[config.mk]
export PLATFORM = sky130hd
export DESIGN_NAME = present24_block_encrypt
export DESIGN_NICKNAME = d
export VERILOG_FILES = /design/src/hw/rtl/pres24_pkg.sv /design/src/hw/rtl/pres24_cell.sv /design/src/hw/rtl/present24_block_encrypt.sv
export SDC_FILE = /design/constraint.sdc
export NUM_CORES = 1
export LEC_CHECK = 0
export ABC_CLOCK_PERIOD_IN_PS = 6400
export BUFFER_PORTS_ARGS = -buffer_cell sky130_fd_sc_hd__buf_2
export CORE_UTILIZATION = 25
export CTS_BUF_LIST = sky130_fd_sc_hd__clkbuf_4
export DETAILED_ROUTE_END_ITERATION = 16
export GPL_ROUTABILITY_DRIVEN = 0
export HOLD_SLACK_MARGIN = 0.02
export SLEW_MARGIN = 0
export SYNTH_ARGS = -nofsm -noshare
export SYNTH_HDL_FRONTEND = slang
export SYNTH_SLANG_ARGS = --single-unit
[constraint.sdc]
create_clock -name clk -period 6.4 [get_ports clk]
set_input_delay 1.92 -clock clk [delete_from_list [all_inputs] [get_ports clk]]
set_output_delay 1.92 -clock clk [all_outputs]
set_load 0.02 [all_outputs]
[src/hw/rtl/pres24_pkg.sv]
// shared types, constants and round functions for the 24-bit present encryptor
`default_nettype none

package pres24_pkg;

    localparam int ROUND_COUNT = 10;
    localparam int BLOCK_W     = 24;
    localparam int KEY_W       = 80;
    localparam int MKEY_W      = 24;
    localparam int RC_W        = 5;

    typedef logic [BLOCK_W-1:0] block_t;
    typedef logic [KEY_W-1:0]   key_t;
    typedef logic [RC_W-1:0]    rc_t;

    // one item in flight between cells
    typedef struct packed {
        logic   valid;
        block_t state;
        key_t   key;
    } stage_t;

    localparam logic [3:0] SBOX [16] = '{
        4'd12, 4'd5, 4'd6, 4'd11, 4'd9, 4'd0, 4'd10, 4'd13,
        4'd3, 4'd14, 4'd15, 4'd8, 4'd4, 4'd7, 4'd1, 4'd2
    };

    // destination of each state bit, 6*j mod 23 with the top bit fixed
    localparam int PERM_DST [BLOCK_W] = '{
        0, 6, 12, 18, 1, 7, 13, 19, 2, 8, 14, 20,
        3, 9, 15, 21, 4, 10, 16, 22, 5, 11, 17, 23
    };

    function automatic block_t sub_layer(input block_t s);
        block_t r;
        r = '0;
        for (int n = 0; n < BLOCK_W / 4; n++) begin
            r[4*n +: 4] = SBOX[s[4*n +: 4]];
        end
        return r;
    endfunction

    function automatic block_t perm_layer(input block_t s);
        block_t r;
        r = '0;
        for (int j = 0; j < BLOCK_W; j++) begin
            r[PERM_DST[j]] = s[j];
        end
        return r;
    endfunction

    function automatic block_t round_key(input key_t k);
        return k[39:16];
    endfunction

    function automatic key_t key_update(input key_t k, input rc_t rc);
        key_t n;
        n = {k[18:0], k[79:19]};
        n[79:76] = SBOX[n[79:76]];
        n[19:15] = n[19:15] ^ rc;
        return n;
    endfunction

endpackage

`default_nettype wire

[src/hw/rtl/pres24_cell.sv]
// one cipher round with its key schedule step, registered
`default_nettype none

module pres24_cell (
    input  wire logic              clk,
    input  wire logic              rst_n,
    input  wire pres24_pkg::rc_t   rc,
    input  wire pres24_pkg::stage_t prev,
    output logic                   prev_ready,
    output pres24_pkg::stage_t     cur,
    input  wire logic              next_ready
);

    logic                 valid_reg;
    logic                 valid_next;
    pres24_pkg::block_t   state_reg;
    pres24_pkg::block_t   state_next;
    pres24_pkg::key_t     key_reg;
    pres24_pkg::key_t     key_next;

    // cell takes a new item when empty or when its item moves on
    assign prev_ready = !valid_reg || next_ready;

    always_comb
    begin
        valid_next = prev_ready ? prev.valid : valid_reg;
        state_next = pres24_pkg::perm_layer(pres24_pkg::sub_layer(
                         prev.state ^ pres24_pkg::round_key(prev.key)));
        key_next   = pres24_pkg::key_update(prev.key, rc);
    end

    always_ff @(posedge clk or negedge rst_n)
    begin
        if (!rst_n)
        begin
            valid_reg <= 1'b0;
        end
        else
        begin
            valid_reg <= valid_next;
        end
    end

    always_ff @(posedge clk)
    begin
        if (prev_ready && prev.valid)
        begin
            state_reg <= state_next;
            key_reg   <= key_next;
        end
    end

    assign cur.valid = valid_reg;
    assign cur.state = state_reg;
    assign cur.key   = key_reg;

endmodule

`default_nettype wire

[src/hw/rtl/present24_block_encrypt.sv]
// top level: 24-bit present encryptor, one round cell per round and an output register
//
// channel   signals                         direction
// input     in_valid, in_stall, plaintext    plaintext in
// output    out_valid, out_stall, ciphertext ciphertext out
// config    cfg_valid, cfg_ready, cfg_data   master key write
//
// one block per cycle while the output is not stalled; each block passes through every
// round cell in turn, then the output register, which applies the final key xor
// each cell carries its block and its 80-bit key register to the next cell
// reset clears all valid bits and the master key
// a stalled output lets empty cells upstream keep filling
`default_nettype none

module present24_block_encrypt (
    input  wire logic        clk,
    input  wire logic        rst_n,
    input  wire logic        in_valid,
    output logic             in_stall,
    input  wire logic [23:0] plaintext,
    output logic             out_valid,
    input  wire logic        out_stall,
    output logic [23:0]      ciphertext,
    input  wire logic        cfg_valid,
    output logic             cfg_ready,
    input  wire logic [23:0] cfg_data
);

    localparam int N = pres24_pkg::ROUND_COUNT;

    pres24_pkg::stage_t chain [N+1];
    logic               ready [N+1];

    logic [pres24_pkg::MKEY_W-1:0] master_key_reg;
    logic [pres24_pkg::MKEY_W-1:0] master_key_next;
    logic                          out_valid_reg;
    logic                          out_valid_next;
    pres24_pkg::block_t            ciphertext_reg;
    pres24_pkg::block_t            ciphertext_next;

    assign cfg_ready = 1'b1;

    always_comb
    begin
        master_key_next = (cfg_valid && cfg_ready) ? cfg_data : master_key_reg;
    end

    always_ff @(posedge clk or negedge rst_n)
    begin
        if (!rst_n)
        begin
            master_key_reg <= '0;
        end
        else
        begin
            master_key_reg <= master_key_next;
        end
    end

    // master key sits in the top of the key register
    assign chain[0].valid = in_valid;
    assign chain[0].state = plaintext;
    assign chain[0].key   = {master_key_reg,
                             {(pres24_pkg::KEY_W - pres24_pkg::MKEY_W){1'b0}}};
    assign in_stall = !ready[0];

    for (genvar i = 0; i < N; i++) begin : g_cell
        pres24_cell u_cell (
            .clk        (clk),
            .rst_n      (rst_n),
            .rc         (pres24_pkg::rc_t'(i + 1)),
            .prev       (chain[i]),
            .prev_ready (ready[i]),
            .cur        (chain[i+1]),
            .next_ready (ready[i+1])
        );
    end

    assign ready[N] = !out_valid_reg || !out_stall;

    always_comb
    begin
        out_valid_next  = ready[N] ? chain[N].valid : out_valid_reg;
        ciphertext_next = chain[N].state ^ pres24_pkg::round_key(chain[N].key);
    end

    always_ff @(posedge clk or negedge rst_n)
    begin
        if (!rst_n)
        begin
            out_valid_reg <= 1'b0;
        end
        else
        begin
            out_valid_reg <= out_valid_next;
        end
    end

    always_ff @(posedge clk)
    begin
        if (ready[N] && chain[N].valid)
        begin
            ciphertext_reg <= ciphertext_next;
        end
    end

    assign out_valid  = out_valid_reg;
    assign ciphertext = ciphertext_reg;

endmodule

`default_nettype wire

# After elaboration in Yosys (flattened, before gate mapping)
# Memories as Yosys holds them, arrays and structs flattened. A register that Yosys moved wholly into a read port is not among the register bits.
# Index checks and enable logic that the tools add are counted.
[op_classes]
n_lt_le_gt_ge = 3
mux = 6
n_bitwise = 75
reduce_logical = 35
[ops]
columns = ["op", "n"]
rows = [
  ["inverter 4 -> 5 bit", 63],
  ["XOR 24 bit", 5],
  ["XOR 24 x 23 -> 24 bit", 1],
  ["XOR 24 x 7 -> 24 bit", 1],
  ["two-way mux 4 bit", 4],
  ["greater-or-equal comparator 5 bit (second input constant)", 3],
  ["zero test 1 bit", 13],
  ["logical AND 1 bit", 11],
  ["logical OR 1 bit", 11],
  ["inverter 4 bit", 2],
  ["inverter 5 bit", 1],
  ["two-way mux 2 bit", 2],
  ["inverter 3 bit", 1],
  ["inverter 2 bit", 1],
]
[word_totals]
register_bits = 301
mem_bits_ro = 4032
inputBits = 53
n_memories = 63
[memory_table]
columns = ["name", "words", "width", "rd", "rd_ports_with_merged_regs", "wr", "line_no", "rtl"]
rows = [
  ["(no name shown)", 16, 4, 1, 1, 0, "pres24_pkg.sv:38", "r[4*n +: 4] = SBOX[s[4*n +: 4]];"],
  ["(no name shown)", 16, 4, 1, 1, 0, "pres24_pkg.sv:38", ""],
  ["(no name shown)", 16, 4, 1, 1, 0, "pres24_pkg.sv:38", ""],
  ["(no name shown)", 16, 4, 1, 1, 0, "pres24_pkg.sv:38", ""],
  ["(no name shown)", 16, 4, 1, 1, 0, "pres24_pkg.sv:38", ""],
  ["(no name shown)", 16, 4, 1, 1, 0, "pres24_pkg.sv:38", ""],
  ["57 more memories", "n/a", "n/a", "n/a", "n/a", "n/a", "n/a", ""],
]

# Logic depth before layout (Yosys ltp)
# Gate-level depths: netlist of the first run.
[logic_depth]
depth_word = 13
depth_mapped = 6
mapped_depth_nobuf = 6

# Modules after synthesis
# From an unflattened synthesis of the first run, not the netlist that was laid out.
[unflattened]
hier_cells = 2677
area_unflattened_um2 = 48087.4
[modules_own_cells]
columns = ["module", "n_inst", "cells_per_inst", "area_each_um2", "seq_area_each_um2"]
rows = [
  ["pres24_cell at g_cell[6].u_cell ...", 4, 257, 4618.2, 3148.0],
  ["pres24_cell at g_cell[1].u_cell ...", 4, 257, 4610.7, 3148.0],
  ["pres24_cell at g_cell[5].u_cell", 1, 257, 4596.9, 3148.0],
  ["pres24_cell at g_cell[0].u_cell", 1, 257, 4584.4, 3148.0],
  ["present24_block_encrypt", 1, 107, 1990.7, 1346.3],
]

# Worst setup path after synthesis of the first run
# Ideal clock, no wire load.
[synth_timing]
kind = "input to register"
start = "in out_stall"
end = "reg g_cell[5].u_cell.key_reg[22], enable pin"
arrival_ps = 5727
required_ps = 5873
slack_ps = 146
cell_stages = 3
n_path_buf = 0
cell_sequence = "nand4_1 nor2_1 a21boi_0"
[synth_via]
elab_chain_len = 8
[synth_rtl]
columns = ["item", "line_no", "rtl"]
rows = [
  ["start, declared", "present24_block_encrypt.sv:22", "input wire logic out_stall,"],
  ["zero test 1 bit", "present24_block_encrypt.sv:79", "assign ready[N] = !out_valid_reg || !out_stall;"],
  ["logical OR 1 bit", "present24_block_encrypt.sv:79", ""],
  ["logical OR 1 bit (5 in a row)", "pres24_cell.sv:22", "assign prev_ready = !valid_reg || next_ready;"],
  ["logical AND 1 bit", "pres24_cell.sv:46", "if (prev_ready && prev.valid)"],
  ["end signal, assigned", "pres24_cell.sv:49", "key_reg <= key_next;"],
  ["end, declared", "pres24_cell.sv:18", "pres24_pkg::key_t key_reg;"],
]
# No other way between the ends.
# A chain may end at the register's enable or synchronous reset.

# Worst setup path after layout of the first run
[layout_timing]
start = "in out_stall"
end = "out in_stall"
[layout_via]
elab_chain_len = 13
[layout_rtl]
columns = ["item", "line_no", "rtl"]
rows = [
  ["zero test 1 bit", "present24_block_encrypt.sv:79", ""],
  ["logical OR 1 bit", "present24_block_encrypt.sv:79", ""],
  ["logical OR 1 bit (10 in a row)", "pres24_cell.sv:22", ""],
  ["zero test 1 bit", "present24_block_encrypt.sv:65", "assign in_stall = !ready[0];"],
  ["end, declared", "present24_block_encrypt.sv:19", "output logic in_stall,"],
]
# No other way between the ends.

==> results of run 1 <==
area by class of cell:
class | count | area (µm²) | share of cell area
flip-flops and latches | 509 | 15100 | 0.492
multi-input cells | 1022 | 11100 | 0.361
well taps | 1403 | 1760 | 0.0572
clock buffers | 168 | 1260 | 0.0411
inverters | 211 | 792 | 0.0258
repair buffers | 86 | 450 | 0.0147
clock inverters | 45 | 239 | 0.00779
diodes | 2 | 5.00 | 0.000163
routing by layer:
layer,routed length [µm],part of all wire
met5,0,0
met4,1540,0.032
met3,2010,0.042
met2,24800,0.51
met1,19900,0.41
cells in the mapped netlist (all sizes together), types with 11 or more instances:
master  count  area share
edfxtp    474        0.53
ha        310        0.14
inv       211       0.029
mux4      123        0.10
o21ai      96       0.018
xnor2      77       0.025
xor2       68       0.024
mux2i      62       0.023
o21a       59       0.016
nand2      58      0.0080
clkbuf     39      0.0054
dfrtp      35       0.032
mux2       34       0.014
nor2       24      0.0033
nor3       18      0.0033
a21o       15      0.0042
nand2b     11      0.0025
cells by family after synthesis:
logic type	share of synthesized area
other cells	0.000138
fa+ha+maj	0.143
flops	0.558
simple gates	0.0224
buf+inv	0.0358
mux	0.141
compound gates	0.0506
xor+xnor	0.0487
final timing paths:
kind	start	endpoint	slack, ns	cells after the start
setup / recovery	out_stall	in_stall	1.40	4
hold / removal	g_cell[3].u_cell.key_reg[64]	g_cell[4].u_cell.key_reg[45]	0.41	0
setup reg to reg	out_valid	g_cell[2].u_cell.state_reg[12]	4.10	4
hold reg to reg	g_cell[3].u_cell.key_reg[64]	g_cell[4].u_cell.key_reg[45]	0.41	0
max in group asynchronous	rst_n	master_key_reg[22]	4.58	1
min in group asynchronous	rst_n	master_key_reg[13]	1.20	1
critical path, cell delays in order:
cell and delay (ns):
buf_2 0.12, nand4_1 0.24, nor4_2 0.54, buf_2 0.26
metrics by stage:
step	setup slack (ns)	std cells	utilization	total power [mW]
final	1.40	3446	0.286	13.3
after global routing	1.23	3446	0.286	14.3
after CTS	1.37	3444	0.286	13.6
after detailed placement	1.38	3231	0.272	10.9
after global placement	1.36	3231	0.272	10.5
after floorplan	0.146	1786	-	9.52
report_power, final:
group	switching [mW]	internal (mW)	leakage [nW]
registers	0.947	5.16	5.04
clock network	1.29	1.29	0.889
logic	2.32	2.33	6.25
total	4.55	8.78	12.2
cell usage in the layout (no fill, tap or decap), drive strengths merged, types with 3 or more instances in the layout:
| cell | n |
|---|---|
| nand3b | 3 |
| o21ai | 96 |
| o22ai | 8 |
| nor3 | 18 |
| nand2b | 11 |
| nor2b | 3 |
| a211oi | 5 |
| edfxtp | 474 |
| clkbuf | 168 |
| clkinv | 41 |
| a21oi | 6 |
| inv | 212 |
| dfrtp | 35 |
| xnor2 | 77 |
| xor2 | 68 |
| mux2 | 34 |
| ha | 310 |
| nand2 | 58 |
| mux4 | 123 |
| o31ai | 3 |
| a31o | 8 |
| a21boi | 3 |
| mux2i | 62 |
| buf | 86 |
| o21a | 59 |
| nor2 | 24 |
| and2 | 4 |
| a21o | 15 |
| or2 | 6 |
==> impl_metrics.csv, run 1 <==
group,metric,value,unit
flow_run,cap_violations,0,
grt,grt_max_degree,49,
grt,track_usage,0.0887,
synthesis,synth_nets,2149,
place,place_area,29200,µm²
synthesis,avgSynthCellArea,15.2,µm²
sta,fmax,0.200,GHz
final_layout,drive_gt1_frac,0.215,
power_and_ir_drop,ir_worst_vdd,0.150,mV
synthesis,synth-seq-area-share,0.558,
setup_path,end_kind,"output pin",
clock_tree,hold_buffers,0,
final_layout,fin_nets,2314,
route,routed_wl,48.2,mm
clock_tree,cts_num_sinks,509,
setup_path,path_class,"in2out",
place,io_buffers,78,
route,wire_per_inst,14.0,µm
sta,setup_viol,0,
clock_tree,clk_path_buf_depth,3,
sta,grt_setup_unrepaired,"no",
grt,use_met3,0.0212,
final_layout,fill_cells,10818,
synthesis,async_reset_ff_frac,0.0688,
clock_tree,cts.clk_slew.worst_paths,0.07,ns
clock_tree,ctsResizeCount,0,
grt,grtUsageMet1,0.0987,
clock_tree,clockRootBuffer,"clkbuf_4",
power_and_ir_drop,p_leak,12.2,nW
min_path,min_path_type,"reg2reg",
synthesis,netlist_instances,1786,
synthesis,synth-main-ff-cell,"edfxtp_1",
setup_path,path_max_fanout,6,
sta,slew_violations,0,
clock_tree,post-cts-setup-buffers,0,
die,ioPinCount,80,
clock_tree,numCtsBuffers,121,
power_and_ir_drop,p_per_area,434,nW/µm²
synthesis,synth_cell_types,46,
sta,worst_pin_slew,1.06,ns
sta,hold_ws,0.406,ns
sta,hold_viol_final,0,
synthesis,synth-edff-count,474,
sta,fin_crit_sh,0.781,
route,postRouteAntennaNets,0,
run_status,status,"finished, final reports clean",
grt,use_met2,0.160,
route,drt_iter0_drc,616,
grt,grt.overflow.total,0,
sta,skew,0.0776,ns
die,dieHeight,331,µm
die,die_area,110000,µm²
route,first_pass_iters,5,
die,rows,120,
synthesis,syn_area,27100,µm²
sta,relSlewSlack,0.296,
route,via_per_inst,4.15,
synthesis,ys_warn_count,0,
route,route.detailed.drc,0,
clock_tree,clk_latency,0.90,ns
grt,first_global_vias,15219,
grt,grt_pass1_wl,77.7,mm
setup_path,worst_setup_path_start_kind,"input pin",
clock_tree,htreeDepth,3,
grt,busiest_layer,"met2",
setup_path,cp.arrival,3.08,ns
final_layout,areaGrowthSynthToFinish,13.3,%
synthesis,ys_ff_latch,509,
die,start_util,0.253,
grt,antenna_found_initial,2,
route,num_vias,14297,
die,core,107000,µm²
sta,setup_tns,0,ns
place,hpwl,36.6,mm
die,die_x,331,µm
sta,layout_min_cycle_time,5.00,ns
final_layout,largest_register_ffs,240,
setup_path,cp.required,4.48,ns
clock_tree,cts_tree,"yes",
final_layout,final_area,30700,µm²
No activity file was read; power rests on OpenSTA's default activity.
==> run 2, diff against run 1 <==
ABC_CLOCK_PERIOD_IN_PS = 4320   (was 6400)
clock period = 4.32 ns   (was 6.4 ns; I/O delays follow)
==> run 2 against run 1 <==
Compared with the run above:
- sequential share of layout area is 0.50 points lower
- clock skew is 0.024 ns lower
- first-iteration DRC count is 9.6% lower
- non-clock buffer count stayed put
- setup slack worse by 0.75 ns
- hold slack worse by 0.017 ns
- largest cell class unchanged
- critical endpoint unchanged
- combinational power is 47% higher
==> impl_metrics.csv, run 2 (synthesis results as in run 1) <==
group,metric,value,unit
power_and_ir_drop,p_sw_frac,0.331,
final_layout,fill_cells,10757,
setup_path,cp_slowest_cell,"nor4_2",
setup_path,rr_endpoint,"g_cell[1].u_cell.key_reg[35]",
grt,grt.overflow.total,0,
clock_tree,cts_tree,"yes",
final_layout,largest_register_ffs,240,
final_layout,regArea,15100,µm²
power_and_ir_drop,ir_worst_vdd,0.217,mV
setup_path,cp.required,3.02,ns
clock_tree,ctsResizeCount,0,
place,io_buffers,78,
route,num_vias,14221,
setup_path,path_cells,"buf_2, nand4_1, nor4_2, buf_2",
sta,worst_pin_slew,1.07,ns
die,dieHeight,331,µm
setup_path,path_max_fanout,4,
route,postRouteAntennaNets,0,
route,first_pass_iters,5,
flow_run,cap_violations,0,
sta,hold_ws,0.388,ns
grt,antenna_found_initial,2,
final_layout,fin_nets,2323,
power_and_ir_drop,comb_power_share,0.336,
final_layout,most-common-layout-cells,"474 x edfxtp_1, 310 x ha_1, 211 x inv_1",
final_layout,drive_gt1_frac,0.228,
setup_path,cp.arrival,2.38,ns
clock_tree,hold_buffers,0,
sta,slew_violations,0,
run_status,status,"finished, final reports clean",
power_and_ir_drop,power.internal,13.6,mW
setup_path,path_delay_family,"simple AND/OR/NAND/NOR gates",
route,drt_iter0_drc,557,
min_path,worstHoldStart,"g_cell[6].u_cell.key_reg[6]",
setup_path,critPathLaunch,"out_stall",
sta,fmax,0.272,GHz
clock_tree,post-cts-setup-buffers,0,
grt,grt_max_degree,49,
setup_path,r2r_slack,1.97,ns
grt,track_usage,0.0892,
die,ioPinCount,80,
grt,first_global_vias,15026,
sta,hold_viol_final,0,
sta,setup_viol,0,
sta,setup_tns,0,ns
die,die_x,331,µm
power_and_ir_drop,p_per_area,654,nW/µm²
setup_path,slowest_delay,0.51,ns
die,rows,120,
setup_path,end_kind,"output pin",
place,hpwl,36.1,mm
final_layout,final_core_util,0.289,
die,die_area,110000,µm²
route,wire_per_inst,13.7,µm
route,via_per_inst,4.10,
setup_path,r2r_cells,5,
setup_path,critPathCapture,"in_stall",
clock_tree,cts.clk_slew.worst_paths,0.06,ns
sta,layout_min_cycle_time,3.67,ns
setup_path,cp_num_buf_inv,2,
power_and_ir_drop,pwr-share-seq,0.446,
clock_tree,clockRootBuffer,"clkbuf_4",
grt,grt_pass1_wl,76.8,mm
min_path,min_path_type,"reg2reg",
clock_tree,cts_num_sinks,509,
setup_path,cpMostUsedCell,"buf_2",
die,core,107000,µm²
sta,skew,0.0535,ns
sta,fin_crit_sh,0.850,
power_and_ir_drop,p_leak,12.3,nW
clock_tree,clk_path_buf_depth,3,
setup_path,cp.depth,4,
final_layout,multi_input_area,11100,µm²
setup_path,path_class,"in2out",
final_layout,layout_commonest_cell,"edfxtp_1",
sta,grt_setup_unrepaired,"no",
power_and_ir_drop,power_frac_clock,0.218,
min_path,hold_path_depth,0,
clock_tree,numCtsBuffers,130,
final_layout,stdcell_count,3466,
setup_path,reg2reg_from,"out_valid",
place,dp_cells,3231,
setup_path,worst_setup_path_start_kind,"input pin",
power_and_ir_drop,power,20.3,mW
route,route.detailed.drc,0,
route,routed_wl,47.4,mm
final_layout,areaGrowthSynthToFinish,14.5,%
clock_tree,htreeDepth,4,
sta,relSlewSlack,0.285,
clock_tree,clk_latency,0.92,ns
die,start_util,0.253,
power_and_ir_drop,power.switching,6.72,mW
-- run 2: final cells by class --
class | instances | area share
flip-flops and latches | 509 | 0.487
multi-input cells | 1022 | 0.358
well taps | 1403 | 0.0566
clock buffers | 192 | 0.0465
inverters | 211 | 0.0255
repair buffers | 86 | 0.0145
clock inverters | 41 | 0.0117
diodes | 2 | 0.000161
-- run 2: how the worst min path moves through the flow --
stage                              endpoint  slack [ns]
2_1_floorplan                 ciphertext[1]        0.40
3_3_place_gp                  ciphertext[3]        0.41
3_5_place_dp   g_cell[1].u_cell.key_reg[30]        0.40
4_1_cts        g_cell[5].u_cell.key_reg[29]        0.37
5_1_grt        g_cell[5].u_cell.key_reg[43]        0.39
6_report       g_cell[7].u_cell.key_reg[67]        0.39
-- run 2: power groups by stage --
stage	Sequential, mW	Combinational, mW	Clock (mW)
detailed placement	9.20	6.92	0
finish	9.04	6.82	4.41
floorplan	8.64	5.45	0
CTS	9.09	6.95	4.61
global placement	9.09	6.48	0
global route	9.30	7.63	4.86
-- run 2: layer usage --
| layer | up-vias | part of all wire | GRT usage |
|---|---|---|---|
| met1 | 6899 | 0.42 | 0.0990 |
| met5 | - | 0 | 0 |
| li1 | 6947 | - | - |
| met3 | 105 | 0.040 | 0.0220 |
| met4 | 0 | 0.030 | 0.0467 |
| met2 | 270 | 0.51 | 0.157 |
-- run 2: through the flow --
| step | worst slack (ns) | cell area, µm² |
|---|---|---|
| global placement | 0.598 | 29200 |
| CTS | 0.489 | 31000 |
| detailed placement | 0.608 | 29200 |
| finish | 0.648 | 31000 |
| global route | 0.428 | 31000 |
| floorplan | 0.116 | 27100 |
==> run 3, diff against run 2 <==
CORE_UTILIZATION = 55   (was 25)
PLACE_DENSITY = 0.75   (was default)
TNS_END_PERCENT = 100   (was default)
==> run 3 against run 2 <==
Compared with the run above:
- core utilization is 33 points higher
- largest cell class unchanged
- combinational power down 1%
- clock skew decreased by 0.016 ns
- cell count down 22%
- hold slack improved by 0.018 ns
- global-route usage increased by 9.3 points
- die area fell by 54%
- fmax grew 1.4%
- flip-flop and latch count is the same
- sequential power hardly changed
- via count about the same
- final area decreased by 3.4%
==> impl_metrics.csv, run 3 (synthesis results as in run 1) <==
group,metric,value,unit
sta,setup_tns,0,ns
power_and_ir_drop,p_per_area,665,nW/µm²
power_and_ir_drop,power,19.9,mW
die,core,48100,µm²
grt,grt.overflow.total,0,
run_status,status,"finished, final reports clean",
route,routed_wl,43.5,mm
setup_path,path_class,"in2out",
route,drt_iter0_drc,600,
clock_tree,clk_path_buf_depth,3,
clock_tree,cts_num_sinks,509,
setup_path,worst_setup_path_start_kind,"input pin",
route,wire_per_inst,16.0,µm
setup_path,cp.arrival,2.32,ns
place,io_buffers,78,
final_layout,most-common-layout-cells,"474 x edfxtp_1, 310 x ha_1, 211 x inv_1",
power_and_ir_drop,ir_worst_vdd,0.379,mV
sta,slew_violations,0,
setup_path,path_max_fanout,4,
die,die_x,224,µm
grt,use_met2,0.340,
sta,setup_viol,0,
clock_tree,hold_buffers,0,
die,ioPinCount,80,
clock_tree,clockRootBuffer,"clkbuf_4",
clock_tree,ctsResizeCount,0,
sta,worst_pin_slew,1.09,ns
clock_tree,cts.clk_slew.worst_paths,0.07,ns
clock_tree,post-cts-setup-buffers,0,
place,dp_cells,2485,
grt,grt_max_degree,49,
sta,hold_ws,0.407,ns
sta,fin_crit_sh,0.838,
sta,hold_viol_final,0,
final_layout,largest_register_ffs,240,
clock_tree,numCtsBuffers,134,
route,route.detailed.drc,0,
sta,grt_setup_unrepaired,"no",
die,start_util,0.563,
grt,first_global_vias,14697,
grt,antenna_found_initial,2,
route,via_per_inst,5.23,
min_path,min_path_type,"reg2reg",
clock_tree,cts_tree,"yes",
final_layout,areaGrowthSynthToFinish,10.6,%
die,dieHeight,224,µm
sta,setup_ws,0.700,ns
die,rows,80,
clock_tree,htreeDepth,4,
setup_path,end_kind,"output pin",
final_layout,drive_gt1_frac,0.228,
grt,track_usage,0.182,
sta,fmax,0.276,GHz
final_layout,stdcell_count,2717,
final_layout,fin_nets,2328,
flow_run,cap_violations,0,
sta,skew,0.0374,ns
route,postRouteAntennaNets,0,
route,num_vias,14218,
route,first_pass_iters,5,
grt,grtUsageMet1,0.189,
grt,grt_pass1_wl,71.2,mm
sta,layout_min_cycle_time,3.62,ns
setup_path,cp.required,3.02,ns
clock_tree,clk_latency,0.93,ns
power_and_ir_drop,p_leak,12.3,nW
grt,use_met3,0.0366,
place,dp_slack,0.691,ns
grt,busiest_layer,"met2",
die,die_area,50100,µm²
sta,relSlewSlack,0.276,
place,hpwl,32.6,mm
final_layout,layout_commonest_cell,"edfxtp_1",
-- run 3: cell types whose count changed in the layout (fill, tap and decap cells not counted), moves of 2 or more --
cell / change
clkinv_2: +2
diode_2: +2
clkinv_1: -3
clkinv_4: -2
clkbuf_4: +3
bufinv_16: -4
-- run 3: report_power, final --
group / leakage, nW / internal, mW / switching (mW)
clock: 1.01 / 2.24 / 1.86
sequential: 5.04 / 7.65 / 1.41
combinational: 6.25 / 3.43 / 3.32
-- run 3: through the flow --
step / instance area, µm² / util
floorplan: 27100 / -
global placement: 28300 / 0.587
detailed placement: 28300 / 0.587
CTS: 29900 / 0.622
global route: 29900 / 0.622
finish: 29900 / 0.622
-- run 3: cell type report --
type	count	area, µm²
Timing Repair Buffer	87	458
Tap cell	656	821
Antenna cell	4	10.0
Clock buffer	195	1460
Multi-Input combinational cell	1022	11100
Clock inverter	33	218
Fill cell	3516	18200
Sequential cell	509	15100
Inverter	211	792
-- run 3: worst paths after layout --
kind,from,endpoint,slack (ns),cells past startpoint
max in group asynchronous,rst_n,g_cell[4].u_cell.valid_reg,3.30,1
worst max-delay path,out_stall,in_stall,0.70,4
min in group asynchronous,rst_n,master_key_reg[7],0.48,1
worst max register to register,out_valid,g_cell[1].u_cell.key_reg[40],2.12,5
worst min register to register,g_cell[6].u_cell.key_reg[13],g_cell[7].u_cell.key_reg[74],0.41,0
worst min-delay path,g_cell[6].u_cell.key_reg[13],g_cell[7].u_cell.key_reg[74],0.41,0
-- run 3: routing by layer --
metal / vias to the layer above / part of all wire
met5: - / 0
met4: 0 / 0.032
met2: 233 / 0.55
met1: 6945 / 0.38
li1: 6959 / -
met3: 81 / 0.034
-- run 3: critical path, stage by stage --
cell and delay (ns):
buf_2 0.12, nand4_1 0.15, nor4_2 0.51, buf_2 0.25
